--- src/sv/dpd_pkg.sv ---
// ----------------------------------------------------------------------------
// dpd_pkg: shared types and constants
// Configuration register indexes, reset values, the candidate direction
// code and the configuration bundle for the position debouncer.
// ----------------------------------------------------------------------------
`default_nettype none

package dpd_pkg;

  // Configuration register indexes.
  localparam int CFG_IDX_BITS = 2;
  localparam int CFG_DATA_BITS = 16;
  localparam int HYST_BITS = 15;
  localparam int DEB_BITS = 16;

  typedef enum logic [CFG_IDX_BITS-1:0] {
    CFG_FWD_HYST = 2'd0,
    CFG_REW_HYST = 2'd1,
    CFG_FWD_DEB  = 2'd2,
    CFG_REW_DEB  = 2'd3
  } cfg_idx_t;

  // Reset values of the configuration registers.
  localparam logic [HYST_BITS-1:0] FWD_HYST_RST = 15'd2;
  localparam logic [HYST_BITS-1:0] REW_HYST_RST = 15'd2;
  localparam logic [DEB_BITS-1:0]  FWD_DEB_RST  = 16'd20;
  localparam logic [DEB_BITS-1:0]  REW_DEB_RST  = 16'd20;

  // Candidate direction.
  typedef enum logic [1:0] {
    DIR_NONE = 2'd0,
    DIR_FWD  = 2'd1,
    DIR_BACK = 2'd2
  } dir_t;

  // Configuration bundle passed to the filter.
  typedef struct packed {
    logic [HYST_BITS-1:0] fwd_hyst;
    logic [HYST_BITS-1:0] rew_hyst;
    logic [DEB_BITS-1:0]  fwd_deb;
    logic [DEB_BITS-1:0]  rew_deb;
  } cfg_t;

endpackage

`default_nettype wire

--- src/sv/dpd_cfg_regs.sv ---
// ----------------------------------------------------------------------------
// dpd_cfg_regs: configuration registers
// Holds the hysteresis and debounce settings, written through a plain
// write port.
// ----------------------------------------------------------------------------
`default_nettype none

module dpd_cfg_regs import dpd_pkg::*; (
  input  wire logic                     clk,
  input  wire logic                     rst_n,
  input  wire logic                     cfg_we,
  input  wire logic [CFG_IDX_BITS-1:0]  cfg_index,
  input  wire logic [CFG_DATA_BITS-1:0] cfg_data,
  output cfg_t                          cfg
);

  cfg_t cfg_r;
  cfg_t cfg_nxt;

  // Decode the write into the addressed register.
  always_comb begin
    cfg_nxt = cfg_r;
    if (cfg_we) begin
      case (cfg_idx_t'(cfg_index))
        CFG_FWD_HYST: cfg_nxt.fwd_hyst = cfg_data[HYST_BITS-1:0];
        CFG_REW_HYST: cfg_nxt.rew_hyst = cfg_data[HYST_BITS-1:0];
        CFG_FWD_DEB:  cfg_nxt.fwd_deb  = cfg_data[DEB_BITS-1:0];
        CFG_REW_DEB:  cfg_nxt.rew_deb  = cfg_data[DEB_BITS-1:0];
        default:      cfg_nxt = cfg_r;
      endcase
    end
  end

  // Register bank with reset values.
  always_ff @(posedge clk) begin
    if (!rst_n) begin
      cfg_r.fwd_hyst <= FWD_HYST_RST;
      cfg_r.rew_hyst <= REW_HYST_RST;
      cfg_r.fwd_deb  <= FWD_DEB_RST;
      cfg_r.rew_deb  <= REW_DEB_RST;
    end else begin
      cfg_r <= cfg_nxt;
    end
  end

  assign cfg = cfg_r;

endmodule

`default_nettype wire

--- src/sv/dpd_filter.sv ---
// ----------------------------------------------------------------------------
// dpd_filter: debounce state and update logic
// Holds the stable position and the candidate, and updates them for one
// item per cycle when step is high.
// ----------------------------------------------------------------------------
`default_nettype none

module dpd_filter import dpd_pkg::*; #(
  parameter int POSITION_BITS = 16,
  parameter int TIME_BITS     = 32
) (
  input  wire logic                     clk,
  input  wire logic                     rst_n,
  input  wire logic                     step,
  input  wire logic                     cmd,
  input  wire logic [POSITION_BITS-1:0] raw_pos,
  input  wire logic [TIME_BITS-1:0]     now_ms,
  input  wire logic                     rewind_ok,
  input  wire cfg_t                     cfg,
  output logic                          changed,
  output logic [POSITION_BITS-2:0]      stable_pos
);

  localparam int SW   = POSITION_BITS - 1;
  localparam int CMPW = (SW > HYST_BITS) ? SW : HYST_BITS;

  logic                 init_r;
  logic [SW-1:0]        stable_r;
  logic [SW-1:0]        stable_nxt;
  dir_t                 dir_r;
  dir_t                 dir_nxt;
  logic [TIME_BITS-1:0] since_r;
  logic [TIME_BITS-1:0] since_nxt;

  logic                 restart;
  logic [SW-1:0]        pos;
  logic [SW-1:0]        base_stable;
  dir_t                 base_dir;
  logic [TIME_BITS-1:0] base_since;
  logic                 fwd;
  dir_t                 move_dir;
  logic [SW-1:0]        mag;
  logic [HYST_BITS-1:0] hyst;
  logic [DEB_BITS-1:0]  deb;
  logic [TIME_BITS-1:0] elapsed;

  // Clamp negative positions to zero.
  assign pos = raw_pos[POSITION_BITS-1] ? '0 : raw_pos[SW-1:0];

  // A reset command, or the first update, restarts the filter.
  assign restart     = cmd | ~init_r;
  assign base_stable = restart ? pos : stable_r;
  assign base_dir    = restart ? DIR_NONE : dir_r;
  assign base_since  = restart ? now_ms : since_r;

  // Direction, size and thresholds of the move.
  assign fwd      = pos > base_stable;
  assign move_dir = fwd ? DIR_FWD : DIR_BACK;
  assign mag      = fwd ? (pos - base_stable) : (base_stable - pos);
  assign hyst     = fwd ? cfg.fwd_hyst : cfg.rew_hyst;
  assign deb      = fwd ? cfg.fwd_deb : cfg.rew_deb;
  assign elapsed  = now_ms - base_since;

  // Next state and result for the item.
  always_comb begin
    stable_nxt = base_stable;
    dir_nxt    = base_dir;
    since_nxt  = base_since;
    changed    = 1'b0;
    if (!cmd) begin
      if (pos == base_stable) begin
        dir_nxt   = DIR_NONE;
        since_nxt = now_ms;
      end else if (!fwd && !rewind_ok) begin
        dir_nxt   = DIR_NONE;
        since_nxt = now_ms;
      end else if (CMPW'(mag) < CMPW'(hyst)) begin
        dir_nxt   = DIR_NONE;
        since_nxt = now_ms;
      end else if (base_dir != move_dir) begin
        dir_nxt   = move_dir;
        since_nxt = now_ms;
      end else if (elapsed >= TIME_BITS'(deb)) begin
        stable_nxt = pos;
        dir_nxt    = DIR_NONE;
        since_nxt  = now_ms;
        changed    = 1'b1;
      end
    end
  end

  assign stable_pos = stable_nxt;

  // Filter state registers.
  always_ff @(posedge clk) begin
    if (!rst_n) begin
      init_r   <= 1'b0;
      stable_r <= '0;
      dir_r    <= DIR_NONE;
      since_r  <= '0;
    end else if (step) begin
      init_r   <= 1'b1;
      stable_r <= stable_nxt;
      dir_r    <= dir_nxt;
      since_r  <= since_nxt;
    end
  end

endmodule

`default_nettype wire

--- src/sv/directional_position_debouncer.sv ---
// ----------------------------------------------------------------------------
// directional_position_debouncer: encoder position debouncer
// Qualifies a raw encoder position with per-direction hysteresis and
// debounce time.
//
// Usage: items enter on the in_ channel (in_valid / in_stall) and each one
// produces exactly one result item on the out_ channel (out_valid /
// out_stall). An item is taken on a rising edge with valid high and stall
// low. An accepted item is held in an input register; when the output
// register is free, the filter updates its state and the result is loaded
// into the output register, where it can be taken while out_valid is high.
// One item is taken every cycle while the receiver does not stall; the state
// update is a single compare-and-select pass between the input and output
// registers.
// When the receiver stalls, the result stays in the output register and the
// input register still takes one more item, after which in_stall rises.
// Configuration is to be written through cfg_we / cfg_index / cfg_data while
// the block is idle; the block does not enforce this. Synchronous reset
// empties both registers, loads the default settings and leaves the filter
// uninitialized: the first update restarts it at its own position.
// ----------------------------------------------------------------------------
`default_nettype none

module directional_position_debouncer import dpd_pkg::*; #(
  parameter int POSITION_BITS = 16,
  parameter int TIME_BITS     = 32
) (
  input  wire logic                     clk,
  input  wire logic                     rst_n,
  input  wire logic                     in_valid,
  output logic                          in_stall,
  input  wire logic                     in_cmd,
  input  wire logic [POSITION_BITS-1:0] in_raw_pos,
  input  wire logic [TIME_BITS-1:0]     in_now_ms,
  input  wire logic                     in_rewind_ok,
  output logic                          out_valid,
  input  wire logic                     out_stall,
  output logic                          out_changed,
  output logic [POSITION_BITS-2:0]      out_stable_pos,
  input  wire logic                     cfg_we,
  input  wire logic [CFG_IDX_BITS-1:0]  cfg_index,
  input  wire logic [CFG_DATA_BITS-1:0] cfg_data
);

  cfg_t cfg;

  logic                     s1_valid_r;
  logic                     s1_cmd_r;
  logic [POSITION_BITS-1:0] s1_pos_r;
  logic [TIME_BITS-1:0]     s1_now_r;
  logic                     s1_rew_r;
  logic                     out_valid_r;
  logic                     out_changed_r;
  logic [POSITION_BITS-2:0] out_stable_r;

  logic                     out_free;
  logic                     step;
  logic                     in_take;
  logic                     f_changed;
  logic [POSITION_BITS-2:0] f_stable;

  // Handshake control.
  assign out_free = ~out_valid_r | ~out_stall;
  assign step     = s1_valid_r & out_free;
  assign in_stall = s1_valid_r & ~out_free;
  assign in_take  = in_valid & ~in_stall;

  dpd_cfg_regs u_cfg (
    .clk       (clk),
    .rst_n     (rst_n),
    .cfg_we    (cfg_we),
    .cfg_index (cfg_index),
    .cfg_data  (cfg_data),
    .cfg       (cfg)
  );

  dpd_filter #(
    .POSITION_BITS (POSITION_BITS),
    .TIME_BITS     (TIME_BITS)
  ) u_filter (
    .clk        (clk),
    .rst_n      (rst_n),
    .step       (step),
    .cmd        (s1_cmd_r),
    .raw_pos    (s1_pos_r),
    .now_ms     (s1_now_r),
    .rewind_ok  (s1_rew_r),
    .cfg        (cfg),
    .changed    (f_changed),
    .stable_pos (f_stable)
  );

  // Input register.
  always_ff @(posedge clk) begin
    if (!rst_n) begin
      s1_valid_r <= 1'b0;
    end else if (out_free || !s1_valid_r) begin
      s1_valid_r <= in_take;
    end
  end

  always_ff @(posedge clk) begin
    if (in_take) begin
      s1_cmd_r <= in_cmd;
      s1_pos_r <= in_raw_pos;
      s1_now_r <= in_now_ms;
      s1_rew_r <= in_rewind_ok;
    end
  end

  // Output register.
  always_ff @(posedge clk) begin
    if (!rst_n) begin
      out_valid_r <= 1'b0;
    end else if (out_free) begin
      out_valid_r <= s1_valid_r;
    end
  end

  always_ff @(posedge clk) begin
    if (step) begin
      out_changed_r <= f_changed;
      out_stable_r  <= f_stable;
    end
  end

  assign out_valid      = out_valid_r;
  assign out_changed    = out_changed_r;
  assign out_stable_pos = out_stable_r;

endmodule

`default_nettype wire
--- config.mk ---
export PLATFORM = sky130hd
export DESIGN_NAME = directional_position_debouncer
export DESIGN_NICKNAME = d
export VERILOG_FILES = /design/src/sv/dpd_pkg.sv /design/src/sv/dpd_cfg_regs.sv /design/src/sv/dpd_filter.sv /design/src/sv/directional_position_debouncer.sv
export SDC_FILE = /design/constraint.sdc
export NUM_CORES = 1
export LEC_CHECK = 0
export ABC_AREA = 1
export BUFFER_PORTS_ARGS = -buffer_cell sky130_fd_sc_hd__buf_2
export CORE_AREA = 2 2 141 143
export CTS_CLUSTER_SIZE = 28
export DETAILED_ROUTE_END_ITERATION = 7
export DIE_AREA = 0 0 143 145
export PLACE_DENSITY = 0.85
export RECOVER_POWER = 100
export SLEW_MARGIN = 20
export SYNTH_ARGS = -nofsm -noshare
export SYNTH_HDL_FRONTEND = slang
export SYNTH_HIERARCHICAL = 1
export SYNTH_SLANG_ARGS = --single-unit
--- constraint.sdc ---
create_clock -name clk -period 15.4 [get_ports clk]
set_input_delay 0.77 -clock clk [delete_from_list [all_inputs] [get_ports clk]]
set_output_delay 0.77 -clock clk [all_outputs]
set_load 0.02 [all_outputs]
# --- After elaboration in Yosys (flattened, before gate mapping) ---
# Index checks and enable logic that the tools add are counted.
classes:
  addsub: 3
  magnitude_cmp: 3
  eq_ne: 5
  n_mux: 27
  bitwise: 10
  reduce_logical: 11
ops:
  columns: ["operator", "n"]
  rows:
  - ["$mux W32", 7]
  - ["$mux W15", 10]
  - ["$ge A32 B16 Y1", 1]
  - ["$sub A32 B32 Y32", 1]
  - ["$sub A15 B15 Y15", 2]
  - ["$mux W16", 1]
  - ["$mux W2", 8]
  - ["$eq A15 B15 Y1", 1]
  - ["$gt A15 B15 Y1", 1]
  - ["$lt A15 B15 Y1", 1]
  - ["$reduce_and A2 Y1", 4]
  - ["$not A1 Y1", 5]
  - ["$reduce_or A5 Y1", 1]
  - ["$eq A2 B2 Y1 const B", 2]
  - ["$and A1 B1 Y1", 3]
  - ["$logic_not A1 Y1", 3]
  - ["$eq A2 B1 Y1 const B", 1]
  - ["$logic_not A2 Y1", 1]
  - ["$ne A2 B2 Y1", 1]
  - ["$or A1 B1 Y1", 2]
  - ["$logic_and A1 B1 Y1", 1]
  - ["$logic_or A1 B1 Y1", 1]
  - ["$mux W1", 1]
totals:
  reg_bits: 180
  inputBits: 73
  elab_cells: 75

# --- Depth between registers and ports, before layout ---
logic_depth:
  ltp_word: 12
  mapped_depth: 48
  mapped_depth_nobuf: 43

# --- Cells and area by module ---
# Netlist, hierarchy kept.
by_module_without_submodules:
  columns: ["module", "n_inst", "cells_each", "area_each_um2"]
  rows:
  - ["dpd_filter", 1, 1299, 7752.4]
  - ["dpd_cfg_regs", 1, 391, 2558.7]
  - ["directional_position_debouncer", 1, 79, 2077.0]

# --- Worst setup path after synthesis ---
# Ideal clock, no wire load.
synth_timing:
  path_type: "reg2reg"
  startpoint: "register s1_cmd_r"
  endpoint: "register u_filter.since_r[23]"
  setup_time_ps: 132
  t_arrival_ps: 5288
  setup_slack_ps: 9980
  path_stages_with_launch: 38
  period_less_slack_ps: 5420
  path_cell_list: "edfxtp_1 > nor2_4 > inv_1 > clkbuf_1 > clkbuf_1 > o21ai_0 > inv_1 > ha_1 > nand2_1 > nor2_1 > nand4_2 > nand2_4 > clkbuf_1 > clkbuf_1 > buf_2 > mux2i_1 > ha_1 > a21oi_1 > [... 2 more ...] > nand2_1 > nand2_1 > nand2_1 > nand2_1 > nand2_1 > nand2_1 > nand2_1 > nand2_1 > nand4_1 > nor2_1 > nand3_2 > nor2_8 > nand4_4 > nand2_4 > buf_6 > nand2_1 > nand3_1 > a21oi_1"
synth_between:
  elab_chain_cells: 11
synth_rtl:
  columns: ["element", "line_no", "source"]
  rows:
  - ["start: declaration", "directional_position_debouncer.sv:48", "logic s1_cmd_r;"]
  - ["start signal: assignment", "directional_position_debouncer.sv:104", "s1_cmd_r <= in_cmd;"]
  - ["branches (longest 10 deep; another with $sub A32 B32 Y32)", null, null]
  - ["$mux W32 (*)", "dpd_filter.sv:70", "if (!cmd) begin"]
  - ["end signal: assignment", "dpd_filter.sv:105", "since_r <= since_nxt;"]
  - ["end: declaration", "dpd_filter.sv:32", "logic [TIME_BITS-1:0] since_r;"]
# Mark *: on every way between the ends.
# A chain may end at the register's enable or synchronous reset.

# --- Final worst setup path ---
layout_timing:
  startpoint: "register s1_cmd_r"
  endpoint: "register u_filter.since_r[18]"
# The elaborated chain is that of the path after synthesis.

==> impl_metrics.json <==
{
  "post_cts_buffers": 0,
  "clk_latency_ns": 0.44,
  "rrSetupSlack_ns": 4.62,
  "finalCritPeriodShare_pct": 70.0,
  "cts_hold_buf": 0,
  "fin_skew_ns": 0.0133,
  "r2r-start": "s1_cmd_r",
  "power_w": 0.00144,
  "die_y_um": 145,
  "layout.nets": 1973,
  "whs_ns": 0.462,
  "max_stage_delay_ns": 1.69,
  "cts_tree": "yes",
  "cts_resized": 0,
  "firstDrtPassIters": 7,
  "violations": "max-capacitance violations, max-slew violations",
  "setup_tns_ns": 0,
  "ys_ff_latch": 180,
  "viasPerCell": 5.60,
  "cts_max_level": 4,
  "ys_seq_area_share_pct": 34.4,
  "hold_depth": 2,
  "final_hold_viol_count": 0,
  "grt_usage_pct": 30.6,
  "critPathMaxFanout": 76,
  "core_area_um2": 19200,
  "max_slew_margin_pct": -88.4,
  "power_density_nw_per_um2": 107,
  "cp.arrival_ns": 11.11,
  "die_area_um2": 20700,
  "rows": 51,
  "grt.overflow.total": 0,
  "die_w_um": 143,
  "setup_viol_count_final": 0,
  "finalMaxSlewViolations": 261,
  "critical_path_class": "reg2reg",
  "boundaryPins": 91,
  "grt_pass1_wl_um": 51900,
  "p_leak_nw": 6.74,
  "avgSynthCellArea_um2": 7.00,
  "rsz0062_at_grt": "false",
  "n_fill_cell": 1623,
  "grt_start_max_net_pins": 77,
  "cts-root-buf": "clkbuf_16",
  "worstPathRequired_ns": 15.73,
  "grt_pass1_vias": 10900,
  "holdPathEnd": "u_filter/since_r[25]",
  "max_freq_mhz": 92.8,
  "ys_async_sr_fraction_pct": 0,
  "port_buffers": 90,
  "gp_congestion": 1.05,
  "yosys_warnings": 6,
  "tightest_slew_ns": 2.83,
  "synthCells": 1769,
  "dpl.hpwl_um": 22700,
  "start_util_pct": 64.5,
  "syn_to_final_growth_pct": 8.16,
  "r2r_end": "u_filter/since_r[18]",
  "clk_pin_slew_ns": 0.08,
  "reg2reg_depth": 33,
  "drive_gt1_share_pct": 8.30,
  "holdCritStartpoint": "u_filter/since_r[25]",
  "cp_common_cell": "nand2_1",
  "clock-sinks": 180,
  "routed_wl_um": 31700,
  "cp-end-kind": "flip-flop",
  "vdd_drop_max_v": 0.0000939,
  "crit_slowest_cell": "nand2_1",
  "clock_path_buffers": 2,
  "wl_per_cell_um": 15.1,
  "postRouteAntennaNets": 0,
  "drc": 0,
  "antenna_found_initial": 0,
  "synth_area_um2": 12400,
  "drt_iter0_drc": 1320,
  "min_path_type": "reg2reg",
  "num_antenna_cells": 0,
  "synth_cell_types": 55,
  "cts_made_buffers": 17,
  "outcome": "complete, but fails checks",
  "synth_ff_type": "dfxtp_1",
  "start_kind": "flip-flop",
  "synth_edf_count": 66,
  "period_minus_slack_ns": 10.78,
  "syn_nets": 1923,
  "maxCapViolCount": 5,
  "vias": 11700
}
-- kinds of logic after synthesis --
group	after synthesis	share of synthesized area, %
buf+inv	332	10.9
flops	180	34.4
fa+ha+maj	81	8.30
simple gates	828	29.0
compound gates	287	12.7
mux	29	2.34
xor+xnor	32	2.26
-- area by class of cell --
| type | count | area (um2) | share of cell area (%) |
|---|---|---|---|
| Inverter | 267 | 1000 | 7.50 |
| Multi-Input combinational cell | 1257 | 6740 | 50.3 |
| Clock inverter | 15 | 180 | 1.34 |
| Timing Repair Buffer | 96 | 457 | 3.41 |
| Sequential cell | 180 | 4260 | 31.8 |
| Clock buffer | 17 | 425 | 3.17 |
| Tap cell | 265 | 332 | 2.47 |
-- stage by stage --
| step | worst slack (ns) | cell area [um2] | utilization (%) | instances |
|---|---|---|---|---|
| floorplan | 9.98 | 12400 | - | 1769 |
| finish | 4.62 | 13400 | 69.8 | 2097 |
| global route | 3.89 | 13400 | 69.8 | 2097 |
| global placement | 8.15 | 12900 | 67.1 | 2065 |
| CTS | 7.89 | 13500 | 70.2 | 2097 |
| detailed placement | 7.90 | 12900 | 67.1 | 2065 |
-- worst max path at each step --
stage             start                   end  cells after the start
2_1_floorplan  s1_cmd_r  u_filter/since_r[23]                     37
3_3_place_gp   s1_cmd_r   u_filter/since_r[0]                     33
3_5_place_dp   s1_cmd_r  u_filter/since_r[17]                     33
4_1_cts        s1_cmd_r  u_filter/since_r[18]                     33
5_1_grt        s1_cmd_r  u_filter/since_r[17]                     33
6_report       s1_cmd_r  u_filter/since_r[18]                     33
-- synthesized netlist by cell type (2+ instances only) --
master	count	area share (%)
nand4_1	18	0.91
inv_2	9	0.27
a211oi_1	2	0.12
buf_6	10	0.91
xnor2_1	9	0.64
a21oi_2	2	0.14
mux2i_1	29	2.3
nor3_1	11	0.44
fa_1	2	0.32
nand2_2	5	0.25
dfxtp_1	114	18
nor2_8	2	0.32
o21ai_1	19	0.77
nand3_2	15	1.2
nor4_1	3	0.15
xor2_1	23	1.6
a2111oi_0	3	0.21
nor2_1	189	5.7
o21bai_1	8	0.48
a21boi_0	4	0.24
a21o_1	3	0.18
o21a_1	3	0.18
nand2_4	7	0.64
buf_2	20	0.81
a21oi_1	131	5.3
clkbuf_1	31	0.94
o221ai_1	2	0.14
a31oi_1	5	0.25
buf_1	3	0.091
nand3_1	126	5.1
clkinv_1	2	0.061
nor2_2	3	0.15
o211ai_1	2	0.12
o21ai_0	89	3.6
ha_1	79	8.0
nand2_1	441	13
o21ai_2	8	0.57
inv_1	255	7.7
edfxtp_1	66	16
-- critical path: cells and delay by family, from the launching register on --
| family | cells | cell delay, ns |
|---|---|---|
| flops | 1 | 0.47 |
| compound gates | 10 | 2.07 |
| buf+inv | 5 | 2.44 |
| simple gates | 15 | 4.83 |
| xor+xnor | 1 | 0.17 |
| fa+ha+maj | 2 | 0.65 |
-- sequential cells by signal, summed over array words and instances, names as in the netlist --
| signal | count |
|---|---|
| out_changed | 1 |
| out_stable_pos | 15 |
| u_filter/stable_r | 15 |
| s1_pos_r | 16 |
| s1_cmd_r | 1 |
| out_valid | 1 |
| s1_now_r | 32 |
| s1_rew_r | 1 |
| u_filter/since_r | 32 |
| s1_valid_r | 1 |
| u_cfg/cfg | 62 |
| u_filter/init_r | 1 |
| u_filter/dir_r | 2 |
-- report_power, final --
| part | internal (W) | switching (W) | leakage [nW] |
|---|---|---|---|
| Combinational | 0.000158 | 0.000295 | 4.86 |
| Clock | 0.000234 | 0.000214 | 0.295 |
| Sequential | 0.000524 | 0.0000149 | 1.58 |
| Total | 0.000916 | 0.000523 | 6.74 |
-- cells in the final DEF, fill, tap and decap left out, drive strengths merged, types with 3 or more instances in the layout --
cell      instances
edfxtp           66
nor3             12
buf              71
inv             272
a21o              3
a21boi            4
mux2i            29
nor4              3
xnor2             9
a21oi           133
clkbuf           42
ha               79
o21ai           116
clkinv            6
a31oi             5
nor2            195
nand4            20
o21a              3
nand2           453
nand3           142
dfxtp           114
xor2             23
a2111oi           3
clkinvlp          3
o21bai            8
-- routing by layer --
layer / vias to the layer above / share of wire (%) / track usage [%]
met5: - / 0 / 0
met4: 0 / 2.7 / 11.5
met3: 73 / 7.8 / 4.72
met2: 526 / 46 / 49.1
met1: 5319 / 43 / 41.5
li1: 5815 / - / -
Power figures use the tool's default switching activity.
